### src/hw/rtl/realtime_task_picker_assert.svh
// Assertion macros for the task picker.
`ifndef REALTIME_TASK_PICKER_ASSERT_SVH
`define REALTIME_TASK_PICKER_ASSERT_SVH

`ifndef SYNTHESIS

// Checks that cons holds in the same cycle whenever ante holds.
`define RTP_ASSERT_IMPL(lbl, clk, rst, ante, cons) \
   lbl: assert property (@(posedge clk) disable iff (rst) (ante) |-> (cons)) \
      else $error("realtime_task_picker: assertion failed");

// Checks that cons holds in the cycle after ante holds.
`define RTP_ASSERT_NEXT(lbl, clk, rst, ante, cons) \
   lbl: assert property (@(posedge clk) disable iff (rst) (ante) |=> (cons)) \
      else $error("realtime_task_picker: assertion failed");

`else

`define RTP_ASSERT_IMPL(lbl, clk, rst, ante, cons)
`define RTP_ASSERT_NEXT(lbl, clk, rst, ante, cons)

`endif

`endif

### src/hw/rtl/rtp_pkg.sv
package rtp_pkg;

   localparam int MAX_TASKS_DEFAULT = 16;

   localparam int POLICY_W     = 2;
   localparam int TASK_COUNT_W = 5;
   localparam int SLOT_W       = 4;
   localparam int IDENT_W      = 16;
   localparam int TIME_W       = 32;
   localparam int ADDR_W       = 3;
   localparam int DATA_W       = 32;

   localparam logic CMD_WRITE = 1'b0;
   localparam logic CMD_PICK  = 1'b1;

   localparam logic [POLICY_W-1:0] POL_EDF  = 2'd0;
   localparam logic [POLICY_W-1:0] POL_LSF  = 2'd1;
   localparam logic [POLICY_W-1:0] POL_RMS  = 2'd2;
   localparam logic [POLICY_W-1:0] POL_NONE = 2'd3;

   // Register select is the word address bit of paddr.
   localparam logic REG_POLICY = 1'b0;
   localparam logic REG_COUNT  = 1'b1;

   typedef enum logic [1:0] {
      ST_IDLE,
      ST_SCAN,
      ST_FINISH
   } rtp_state_type;

   // One table slot. prev and dmr are worked out when the slot is written.
   typedef struct packed {
      logic [IDENT_W-1:0] ident;
      logic [TIME_W-1:0]  period;
      logic [TIME_W-1:0]  deadline;
      logic [TIME_W-1:0]  prev;
      logic [TIME_W-1:0]  start;
      logic [TIME_W-1:0]  finish;
      logic [TIME_W-1:0]  dmr;
   } rtp_entry_type;

endpackage

### src/hw/rtl/realtime_task_picker.sv
// A write request leaves the block idle, so it is ready again in the next cycle.
// A pick request scans n = min(task_count, MAX_TASKS) slots, none when the policy is
// unimplemented, through one table read port at one slot a cycle and a three-stage
// compare pipe; the response is registered once the pipe has drained, and the next
// request is taken in the cycle after the response is loaded.
// Synchronous active-high reset clears the control state and both registers; table
// slots hold unknown contents until written.
`include "realtime_task_picker_assert.svh"

module realtime_task_picker #(
   parameter int MAX_TASKS = rtp_pkg::MAX_TASKS_DEFAULT
) (
   input  logic                                clock,
   input  logic                                reset,
   input  logic                                req_valid,
   output logic                                req_ready,
   input  logic                                req_cmd,
   input  logic [rtp_pkg::SLOT_W-1:0]          req_slot,
   input  logic [rtp_pkg::IDENT_W-1:0]         req_task_ident,
   input  logic [rtp_pkg::TIME_W-1:0]          req_period_us,
   input  logic [rtp_pkg::TIME_W-1:0]          req_deadline_us,
   input  logic [rtp_pkg::TIME_W-1:0]          req_last_start_us,
   input  logic [rtp_pkg::TIME_W-1:0]          req_last_done_us,
   input  logic [rtp_pkg::TIME_W-1:0]          req_run_time_us,
   input  logic [rtp_pkg::TIME_W-1:0]          req_now_us,
   output logic                                rsp_valid,
   input  logic                                rsp_ready,
   output logic                                rsp_found,
   output logic [rtp_pkg::IDENT_W-1:0]         rsp_chosen_ident,
   input  logic                                psel,
   input  logic                                penable,
   input  logic                                pwrite,
   input  logic [rtp_pkg::ADDR_W-1:0]          paddr,
   input  logic [rtp_pkg::DATA_W-1:0]          pwdata,
   output logic [rtp_pkg::DATA_W-1:0]          prdata,
   output logic                                pready
);
   import rtp_pkg::*;

   localparam int IdxW = (MAX_TASKS > 1) ? $clog2(MAX_TASKS) : 1;
   localparam int CntW = $clog2(MAX_TASKS + 1);
   localparam int ExtW = (CntW > TASK_COUNT_W) ? CntW : TASK_COUNT_W;

   rtp_state_type state_ff, state_in;

   logic [POLICY_W-1:0]     policy_ff, policy_in;
   logic [TASK_COUNT_W-1:0] count_ff, count_in;
   logic [TIME_W-1:0]       now_ff, now_in;
   logic [CntW-1:0]         limit_ff, limit_in;
   logic [CntW-1:0]         issue_ff, issue_in;

   rtp_entry_type           entry_mem_ff [MAX_TASKS];
   rtp_entry_type           rd_entry_ff;
   rtp_entry_type           wr_entry;

   logic                    s1_vld_ff, s1_vld_in;
   logic                    s2_vld_ff, s2_vld_in;
   logic                    s2_ready_ff, s2_ready_in;
   logic [TIME_W-1:0]       s2_key_ff, s2_key_in;
   logic [IDENT_W-1:0]      s2_ident_ff, s2_ident_in;

   logic                    have_ff, have_in;
   logic [TIME_W-1:0]       best_key_ff, best_key_in;
   logic [IDENT_W-1:0]      best_ident_ff, best_ident_in;

   logic                    rsp_valid_ff, rsp_valid_in;
   logic                    rsp_found_ff, rsp_found_in;
   logic [IDENT_W-1:0]      rsp_ident_ff, rsp_ident_in;

   logic                    req_accept;
   logic                    pick_accept;
   logic                    write_accept;
   logic                    csr_write;
   logic                    issue_en;
   logic                    scan_done;
   logic                    out_load;
   logic [ExtW-1:0]         slot_ext;
   logic [ExtW-1:0]         count_ext;
   logic [ExtW-1:0]         max_ext;
   logic [ExtW-1:0]         lim_ext;
   logic [TIME_W-1:0]       since;

   assign req_accept   = req_valid & req_ready;
   assign pick_accept  = req_accept && (req_cmd == CMD_PICK);
   assign slot_ext     = ExtW'(req_slot);
   assign max_ext      = ExtW'(MAX_TASKS);
   assign write_accept = req_accept && (req_cmd == CMD_WRITE) && (slot_ext < max_ext);

   // Configuration port.
   assign pready    = 1'b1;
   assign csr_write = psel & penable & pwrite & pready;

   always_comb begin
      unique case (paddr[ADDR_W-1])
         REG_POLICY: prdata = DATA_W'(policy_ff);
         REG_COUNT:  prdata = DATA_W'(count_ff);
      endcase
   end

   always_comb begin
      policy_in = policy_ff;
      count_in  = count_ff;
      if (csr_write) begin
         unique case (paddr[ADDR_W-1])
            REG_POLICY: policy_in = pwdata[POLICY_W-1:0];
            REG_COUNT:  count_in  = pwdata[TASK_COUNT_W-1:0];
         endcase
      end
   end

   // Sequencer: next state.
   always_comb begin
      state_in = state_ff;
      unique case (state_ff)
         ST_IDLE: begin
            if (pick_accept) state_in = ST_SCAN;
         end
         ST_SCAN: begin
            if (scan_done) state_in = ST_FINISH;
         end
         ST_FINISH: begin
            if (out_load) state_in = ST_IDLE;
         end
         default: state_in = ST_IDLE;
      endcase
   end

   // Sequencer: outputs.
   always_comb begin
      req_ready = 1'b0;
      issue_en  = 1'b0;
      scan_done = 1'b0;
      out_load  = 1'b0;
      unique case (state_ff)
         ST_IDLE: begin
            req_ready = 1'b1;
         end
         ST_SCAN: begin
            issue_en  = (issue_ff < limit_ff);
            scan_done = (issue_ff == limit_ff) && !s1_vld_ff && !s2_vld_ff;
         end
         ST_FINISH: begin
            out_load = !rsp_valid_ff || rsp_ready;
         end
         default: begin
            req_ready = 1'b0;
         end
      endcase
   end

   // Scan limit and pick setup.
   assign count_ext = ExtW'(count_ff);
   assign lim_ext   = (count_ext > max_ext) ? max_ext : count_ext;

   always_comb begin
      now_in   = now_ff;
      limit_in = limit_ff;
      issue_in = issue_ff;
      if (pick_accept) begin
         now_in   = req_now_us;
         limit_in = (policy_ff == POL_NONE) ? '0 : CntW'(lim_ext);
         issue_in = '0;
      end else if (issue_en) begin
         issue_in = issue_ff + CntW'(1);
      end
   end

   // Table memory: one write port, one registered read port.
   always_comb begin
      wr_entry.ident    = req_task_ident;
      wr_entry.period   = req_period_us;
      wr_entry.deadline = req_deadline_us;
      wr_entry.prev     = req_deadline_us - req_period_us;
      wr_entry.start    = req_last_start_us;
      wr_entry.finish   = req_last_done_us;
      wr_entry.dmr      = req_deadline_us - req_run_time_us;
   end

   always_ff @(posedge clock) begin
      if (write_accept) begin
         entry_mem_ff[slot_ext[IdxW-1:0]] <= wr_entry;
      end
      if (issue_en) begin
         rd_entry_ff <= entry_mem_ff[issue_ff[IdxW-1:0]];
      end
   end

   // Stage two: readiness test and policy key of the slot just read.
   assign since = (policy_ff == POL_LSF) ? rd_entry_ff.finish : rd_entry_ff.start;

   always_comb begin
      s1_vld_in   = issue_en;
      s2_vld_in   = s1_vld_ff;
      s2_ready_in = (rd_entry_ff.prev >= since) && (now_ff > rd_entry_ff.prev);
      s2_ident_in = rd_entry_ff.ident;
      case (policy_ff)
         POL_EDF: s2_key_in = rd_entry_ff.deadline;
         POL_LSF: s2_key_in = rd_entry_ff.dmr - now_ff;
         default: s2_key_in = rd_entry_ff.period;
      endcase
   end

   // Stage three: a later slot replaces the candidate only on a strictly smaller key.
   always_comb begin
      have_in       = have_ff;
      best_key_in   = best_key_ff;
      best_ident_in = best_ident_ff;
      if (pick_accept) begin
         have_in = 1'b0;
      end else if (s2_vld_ff && s2_ready_ff && (!have_ff || (s2_key_ff < best_key_ff))) begin
         have_in       = 1'b1;
         best_key_in   = s2_key_ff;
         best_ident_in = s2_ident_ff;
      end
   end

   // Response register.
   always_comb begin
      rsp_valid_in = rsp_valid_ff;
      rsp_found_in = have_ff;
      rsp_ident_in = have_ff ? best_ident_ff : '0;
      if (rsp_valid_ff && rsp_ready) rsp_valid_in = 1'b0;
      if (out_load) rsp_valid_in = 1'b1;
   end

   always_ff @(posedge clock) begin
      if (reset) begin
         state_ff     <= ST_IDLE;
         policy_ff    <= POL_EDF;
         count_ff     <= '0;
         limit_ff     <= '0;
         issue_ff     <= '0;
         s1_vld_ff    <= 1'b0;
         s2_vld_ff    <= 1'b0;
         have_ff      <= 1'b0;
         rsp_valid_ff <= 1'b0;
      end else begin
         state_ff     <= state_in;
         policy_ff    <= policy_in;
         count_ff     <= count_in;
         limit_ff     <= limit_in;
         issue_ff     <= issue_in;
         s1_vld_ff    <= s1_vld_in;
         s2_vld_ff    <= s2_vld_in;
         have_ff      <= have_in;
         rsp_valid_ff <= rsp_valid_in;
      end
   end

   always_ff @(posedge clock) begin
      now_ff        <= now_in;
      s2_ready_ff   <= s2_ready_in;
      s2_key_ff     <= s2_key_in;
      s2_ident_ff   <= s2_ident_in;
      best_key_ff   <= best_key_in;
      best_ident_ff <= best_ident_in;
      if (out_load) begin
         rsp_found_ff <= rsp_found_in;
         rsp_ident_ff <= rsp_ident_in;
      end
   end

   assign rsp_valid        = rsp_valid_ff;
   assign rsp_found        = rsp_found_ff;
   assign rsp_chosen_ident = rsp_ident_ff;

   `RTP_ASSERT_IMPL(a_issue_bound, clock, reset, state_ff == ST_SCAN, issue_ff <= limit_ff)
   `RTP_ASSERT_IMPL(a_finish_drained, clock, reset, state_ff == ST_FINISH, !s1_vld_ff && !s2_vld_ff)
   `RTP_ASSERT_IMPL(a_none_zero, clock, reset, rsp_valid_ff && !rsp_found_ff, rsp_ident_ff == '0)
   `RTP_ASSERT_NEXT(a_load_shows, clock, reset, out_load, rsp_valid_ff && state_ff == ST_IDLE)

endmodule

### config.mk
export PLATFORM = sky130hd
export DESIGN_NAME = realtime_task_picker
export DESIGN_NICKNAME = d
export VERILOG_FILES = /design/src/hw/rtl/rtp_pkg.sv /design/src/hw/rtl/realtime_task_picker.sv
export VERILOG_INCLUDE_DIRS = /design/src /design/src/hw/rtl
export SDC_FILE = /design/constraint.sdc
export NUM_CORES = 2
export LEC_CHECK = 0
export ABC_AREA = 1
export BUFFER_PORTS_ARGS = -buffer_cell sky130_fd_sc_hd__buf_4
export CAP_MARGIN = 20
export CORE_MARGIN = 3
export CORE_UTILIZATION = 30
export DETAILED_ROUTE_END_ITERATION = 7
export PLACE_DENSITY = 0.49
export SYNTH_ARGS = -nofsm -noshare
export SYNTH_HDL_FRONTEND = slang
export SYNTH_SLANG_ARGS = --single-unit
export TNS_END_PERCENT = 50
### constraint.sdc
create_clock -name clock -period 13.3 [get_ports clock]
set_input_delay 0.665 -clock clock [delete_from_list [all_inputs] [get_ports clock]]
set_output_delay 0.665 -clock clock [all_outputs]
set_load 0.05 [all_outputs]
After elaboration in Yosys (flattened, before gate mapping)

Memory sizes are Yosys's and may differ from the RTL's. A register that Yosys moved wholly into a read port is not among the register bits.
Index checks and enable logic that the tools add are counted.

Memories kept: 1
Flip-flop bits (word level): 169
RAM bits: 3328
Input port bits: 255
Word-level logic and storage cells: 82
Output and inout port bits: 52

Reduce and logical (&&, ||, !) cells: 23
Eq/ne operators: 8
Bitwise gates (word level): 6
Order comparisons: 6
Add/sub/neg operators: 4
Mux-type cells: 17

Memory list:

| name         | words | width | rd ports | clocked after Yosys merged registers in | wr ports | line                       | RTL |
|---|---|---|---|---|---|---|---|
| entry_mem_ff | 16    | 208   | 1        | 1                                       | 1        | realtime_task_picker.sv:52 | `rtp_entry_type entry_mem_ff [MAX_TASKS];` |

Operators with widths:

| operator                                                                     | number |
|---|---|
| 32-bit one-hot mux with 2 select lines                                       | 2 |
| 32-bit subtractor                                                            | 3 |
| 32-bit greater-or-equal comparator                                           | 1 |
| 32-bit > comparator                                                          | 1 |
| 32-bit less-than comparator                                                  | 1 |
| 32-bit 2-to-1 mux                                                            | 1 |
| 5-bit 2-to-1 mux                                                             | 2 |
| 1-bit logical AND                                                            | 9 |
| 1-bit 2-to-1 mux                                                             | 8 |
| 2-bit 2-to-1 mux                                                             | 3 |
| 2-bit != test, second input constant                                         | 3 |
| 2-bit one-hot mux with 3 select lines                                        | 1 |
| 2-bit AND reduction                                                          | 3 |
| 5-bit by 1-bit adder with 5-bit output, second input constant                | 1 |
| 5-bit == test                                                                | 1 |
| 5-bit > comparator, second input constant                                    | 1 |
| 4-bit by 5-bit less-than comparator with 1-bit output, second input constant | 1 |
| 5-bit less-than comparator                                                   | 1 |
| 2-bit by 1-bit == test with 1-bit output, second input constant              | 2 |
| 2-bit == test, second input constant                                         | 2 |
| 1-bit zero test                                                              | 4 |
| 2-bit zero test                                                              | 2 |
| 1-bit AND                                                                    | 3 |
| 1-bit NOT                                                                    | 3 |
| other kinds (4)                                                              | 5 |

Logic depth before layout (Yosys ltp)

Word-level depth: 7
Mapped depth: 18
Mapped depth without buffers: 17

Worst setup path before layout

Ideal clock, no wire load.

Path type: register to register
Start: register state_ff[0]
End: memory entry_mem_ff[12][0] in the netlist's numbering, enable pin
Data required time: 12.519 ns
Buffers on the path: 0
Setup time: 0.781 ns
Path slack: 2.372 ns
Arrival time: 10.147 ns
Period minus slack after synthesis: 10.928 ns
Stages on the path, launching flop included: 6
Path through: dfxtp_1 > nor2_1 > nand2_1 > nor2_1 > nand3_1 > nor2_1

Word-level cells in the longest chain between the ends: 7

RTL lines:

| item                                   | line                        | RTL |
|---|---|---|
| from (decl)                            | realtime_task_picker.sv:44  | `rtp_state_type state_ff, state_in;` |
| from (signal assigned)                 | realtime_task_picker.sv:238 | `state_ff <= state_in;` |
| 2-bit zero test                        | realtime_task_picker.sv:134 | `unique case (state_ff)` |
| 1-bit 2-to-1 mux                       | realtime_task_picker.sv:134 |  |
| net req_ready                          | realtime_task_picker.sv:16  | `output logic req_ready,` |
| 1-bit AND                              | realtime_task_picker.sv:83  | `assign req_accept = req_valid & req_ready;` |
| 1-bit logical AND (2 in a row)         | realtime_task_picker.sv:87  | `assign write_accept = req_accept && (req_cmd == CMD_WRITE) && (slot_ext < max_ext);` |
| 1-bit 2-to-1 mux                       | realtime_task_picker.sv:180 | `if (write_accept) begin` |
| 1-bit 2-to-1 mux (not written as such) | realtime_task_picker.sv:181 | `entry_mem_ff[slot_ext[IdxW-1:0]] <= wr_entry;` |
| to (decl)                              | realtime_task_picker.sv:52  |  |

The timed path passes the listed nets, and every way through them passes these cells.

Worst setup path after layout

Start: register issue_ff[1]
End: register, netlist name rd_entry_ff[78]

Word-level cells in the longest chain between the ends: 2

RTL lines:

| item                       | line                        | RTL |
|---|---|---|
| from (decl)                | realtime_task_picker.sv:50  | `logic [CntW-1:0] issue_ff, issue_in;` |
| from (signal assigned)     | realtime_task_picker.sv:242 | `issue_ff <= issue_in;` |
| 5-bit less-than comparator | realtime_task_picker.sv:139 | `issue_en = (issue_ff < limit_ff);` |
| 1-bit 2-to-1 mux           | realtime_task_picker.sv:134 |  |

Parallel ways exist; a longest one is shown, timed or not.
A chain may end at the register's enable or synchronous reset.

==> impl_metrics.json <==
{
  "syn_area_um2": 150000,
  "synth_top_family_by_area": "simple AND/OR/NAND/NOR gates",
  "yosysMostFrequentCell": "edfxtp_1",
  "synth.largest_area_cell": "edfxtp_1",
  "drt_iter0_markers": 8569,
  "drt-vias-per-instance": 5.06,
  "clk_latency_ns": 1.00,
  "cts-root-buf": "clkbuf_16",
  "synth_mux_area_frac": 0.0249,
  "synth_edf_count": 3633,
  "route.detailed.drc": 0,
  "ys_warn_count": 0,
  "cts_resized": 0,
  "antenna_left": 0,
  "synthFlopType": "edfxtp_1",
  "path_clk_slew_ns": 0.06,
  "start_kind": "register",
  "ir_drop_uv": 125,
  "ff2ff_path_depth": 8,
  "areaGrowthSynthToFinish_pct": 15.4,
  "hpwlAfterDp_mm": 257,
  "core_um2": 496000,
  "syn_inst": 11000,
  "cts.path.max_buffers": 4,
  "crit_fanout": 181,
  "overflow": 0,
  "skew_ns": 0.0623,
  "antenna_found_initial": 59,
  "start_util": 0.302,
  "final-hold-violation-count": 0,
  "fill_cells": 48200,
  "wl_mm": 466,
  "boundaryPins": 307,
  "end_kind": "register",
  "grt_pass1_vias": 89000,
  "slew_headroom": 0.259,
  "ys_seq_elements": 3705,
  "cp.required_ns": 14.03,
  "gp_congestion": 0.884,
  "synth-async-reset-ratio": 0,
  "grt_setup_unrepaired": "no",
  "synth_common_cells": "edfxtp_1 (3633), nor2_1 (2016), nand2_1 (989)",
  "clkSinkCount": 3705,
  "dieHeight_um": 712,
  "worst_pin_slew_ns": 1.11,
  "hold_path.class": "input pin to register",
  "holdPathStages": 1,
  "synth_area_leaders": "edfxtp_1 (73%), nor2_1 (5.1%), o21ai_0 (3.1%)",
  "setup_viol": 0,
  "period_share": 0.401,
  "synth-simple-area-share": 0.0934,
  "via_count": 92700,
  "synth_fa_ha_area_frac": 0.0166,
  "die_x_um": 712,
  "crit_top_cell": "buf_4",
  "cts_buffers": 390,
  "nNetsFinal": 11800,
  "synth_cell_types": 45,
  "std_cell_rows": 258,
  "status": "complete, no violations",
  "synth-compound-area-share": 0.0921,
  "path_class": "register to register",
  "grt_first_pass_wirelength_mm": 664,
  "ys_seq_area_frac": 0.738,
  "maxCapViolCount": 0,
  "syn_area_per_cell_um2": 13.6,
  "min_period_ns": 5.34,
  "powerDensity_nw_per_um2": 143,
  "setup_tns_ns": 0,
  "cpMaxStageDelayCell": "buf_4",
  "critical_path.max_stage_delay_ns": 0.87,
  "postLayoutCellArea_um2": 173000,
  "p_leak_nw": 56.0,
  "fp.dieArea_um2": 507000,
  "fmax_ghz": 0.187,
  "routedWlPerCell_um": 25.5,
  "drt_pass1_iterations": 6,
  "htreeDepth": 5,
  "arrival_ns": 6.06,
  "track_usage": 0.178,
  "cts_tree": "done",
  "place_area_um2": 159000,
  "synthDominantCellAreaShare": 0.729,
  "io_buffers": 249,
  "cp_cell_sequence": "buf_12, buf_4, buf_4, buf_4, o21ai_0, o221ai_1, nand3_1, nand3_1",
  "grt_max_degree": 193,
  "layout-drive-gt1-share": 0.0894,
  "slew_violations": 0,
  "synth-xor-area-share": 0.00246
}
## kinds of logic after synthesis
| family | count (synthesis) |
|---|---|
| DFF | 3705 |
| and+or+nand+nor | 3532 |
| AOI/OAI and AO/OA | 2064 |
| buffers and inverters | 1063 |
| muxes | 373 |
| adders and majority gates | 197 |
| xor gates and xnor gates | 42 |
| other | 2 |
## sequential cells by signal, summed over array words and instances, names as in the netlist, 2 cells and up
register / count
entry_mem_ff: 3328
policy_ff: 2
s2_key_ff: 32
rsp_chosen_ident: 16
s2_ident_in: 16
best_key_ff: 32
rd_entry_ff: 192
state_ff: 2
count_ext: 5
s2_ident_ff: 16
issue_ff: 5
best_ident_ff: 16
limit_ff: 5
now_ff: 32
## metal layers
layer	global-route usage	vias up	routed length, um
met1	0.249	48000	210000
met3	0.0201	528	23000
met4	0.0368	8	9740
li1	-	41700	-
met2	0.298	2447	223000
met5	0	-	48
## metrics by stage
step	total power [mW]	setup WS (ns)	hold WS, ns	util	std cells
global route	25.5	7.61	0.0533	0.348	18300
finish	24.7	7.96	0.0887	0.349	18300
detailed placement	14.3	8.04	0.327	0.320	17400
global placement	14.3	8.05	0.325	0.320	17400
floorplan	13.8	2.37	0.323	-	11000
CTS	25.0	7.99	0.00228	0.348	18300
## where the power goes
part           switching (mW)  total [mW]  internal (mW)
Combinational           0.764        1.00          0.239
Sequential             0.0313        13.1           13.1
Clock                    4.64        10.6           6.01
Total                    5.43        24.7           19.3
## final cells by class
type	count	area, um2	share of cell area
Clock buffer	475	10200	0.0589
Antenna cell	21	52.6	0.000304
Inverter	390	1500	0.00869
Multi-Input combinational cell	6236	34700	0.201
Timing Repair Buffer	602	5220	0.0302
Tap cell	6630	8300	0.0480
Clock inverter	241	2210	0.0128
Sequential cell	3705	111000	0.640
## what timing repair did
item	CTS	global route
hold endpoints to repair	1799	0
hold buffers	151	0
setup buffers	0	0
## final timing paths
path / slack (ns) / start / end
worst max-delay path: 7.96 / issue_ff[1] / rd_entry_ff[78]
worst min-delay path: 0.09 / req_period_us[3] / entry_mem_ff[9][163]
worst max register to register: 7.96 / issue_ff[1] / rd_entry_ff[78]
worst min register to register: 0.34 / s2_ident_in[15] / s2_ident_ff[15]
## critical path: cells and delay by family, from the launching register on
family / cells / cell delay [ns]
AO/OA/AOI/OAI: 2 / 0.45
AND/OR/NAND/NOR: 2 / 0.49
buffers and inverters: 4 / 2.92
flip-flops: 1 / 0.84
## placed cells by master, fill, tap and decap left out, types with 13 or more instances in the layout
cell type | Yosys | layout
a21oi_1 | 168 | 167
a22oi_1 | 13 | 13
buf_12 | 0 | 23
buf_4 | 79 | 425
bufinv_16 | 0 | 28
clkbuf_1 | 347 | 80
clkbuf_16 | 0 | 394
clkinv_1 | 1 | 100
clkinv_2 | 0 | 69
clkinvlp_4 | 0 | 15
conb_1 | 2 | 28
dfxtp_1 | 72 | 68
diode_2 | 0 | 21
dlygate4sd3_1 | 0 | 151
edfxtp_1 | 3633 | 3633
ha_1 | 194 | 194
inv_1 | 387 | 383
mux2i_1 | 373 | 373
nand2_1 | 989 | 989
nand3_1 | 455 | 455
nand4_1 | 18 | 18
nor2_1 | 2016 | 1997
nor2_4 | 0 | 19
nor3_1 | 27 | 26
o211ai_1 | 79 | 79
o21ai_0 | 922 | 922
o221ai_1 | 343 | 343
o32ai_1 | 490 | 490
xor2_1 | 33 | 24
No activity file was read; power rests on OpenSTA's default activity.
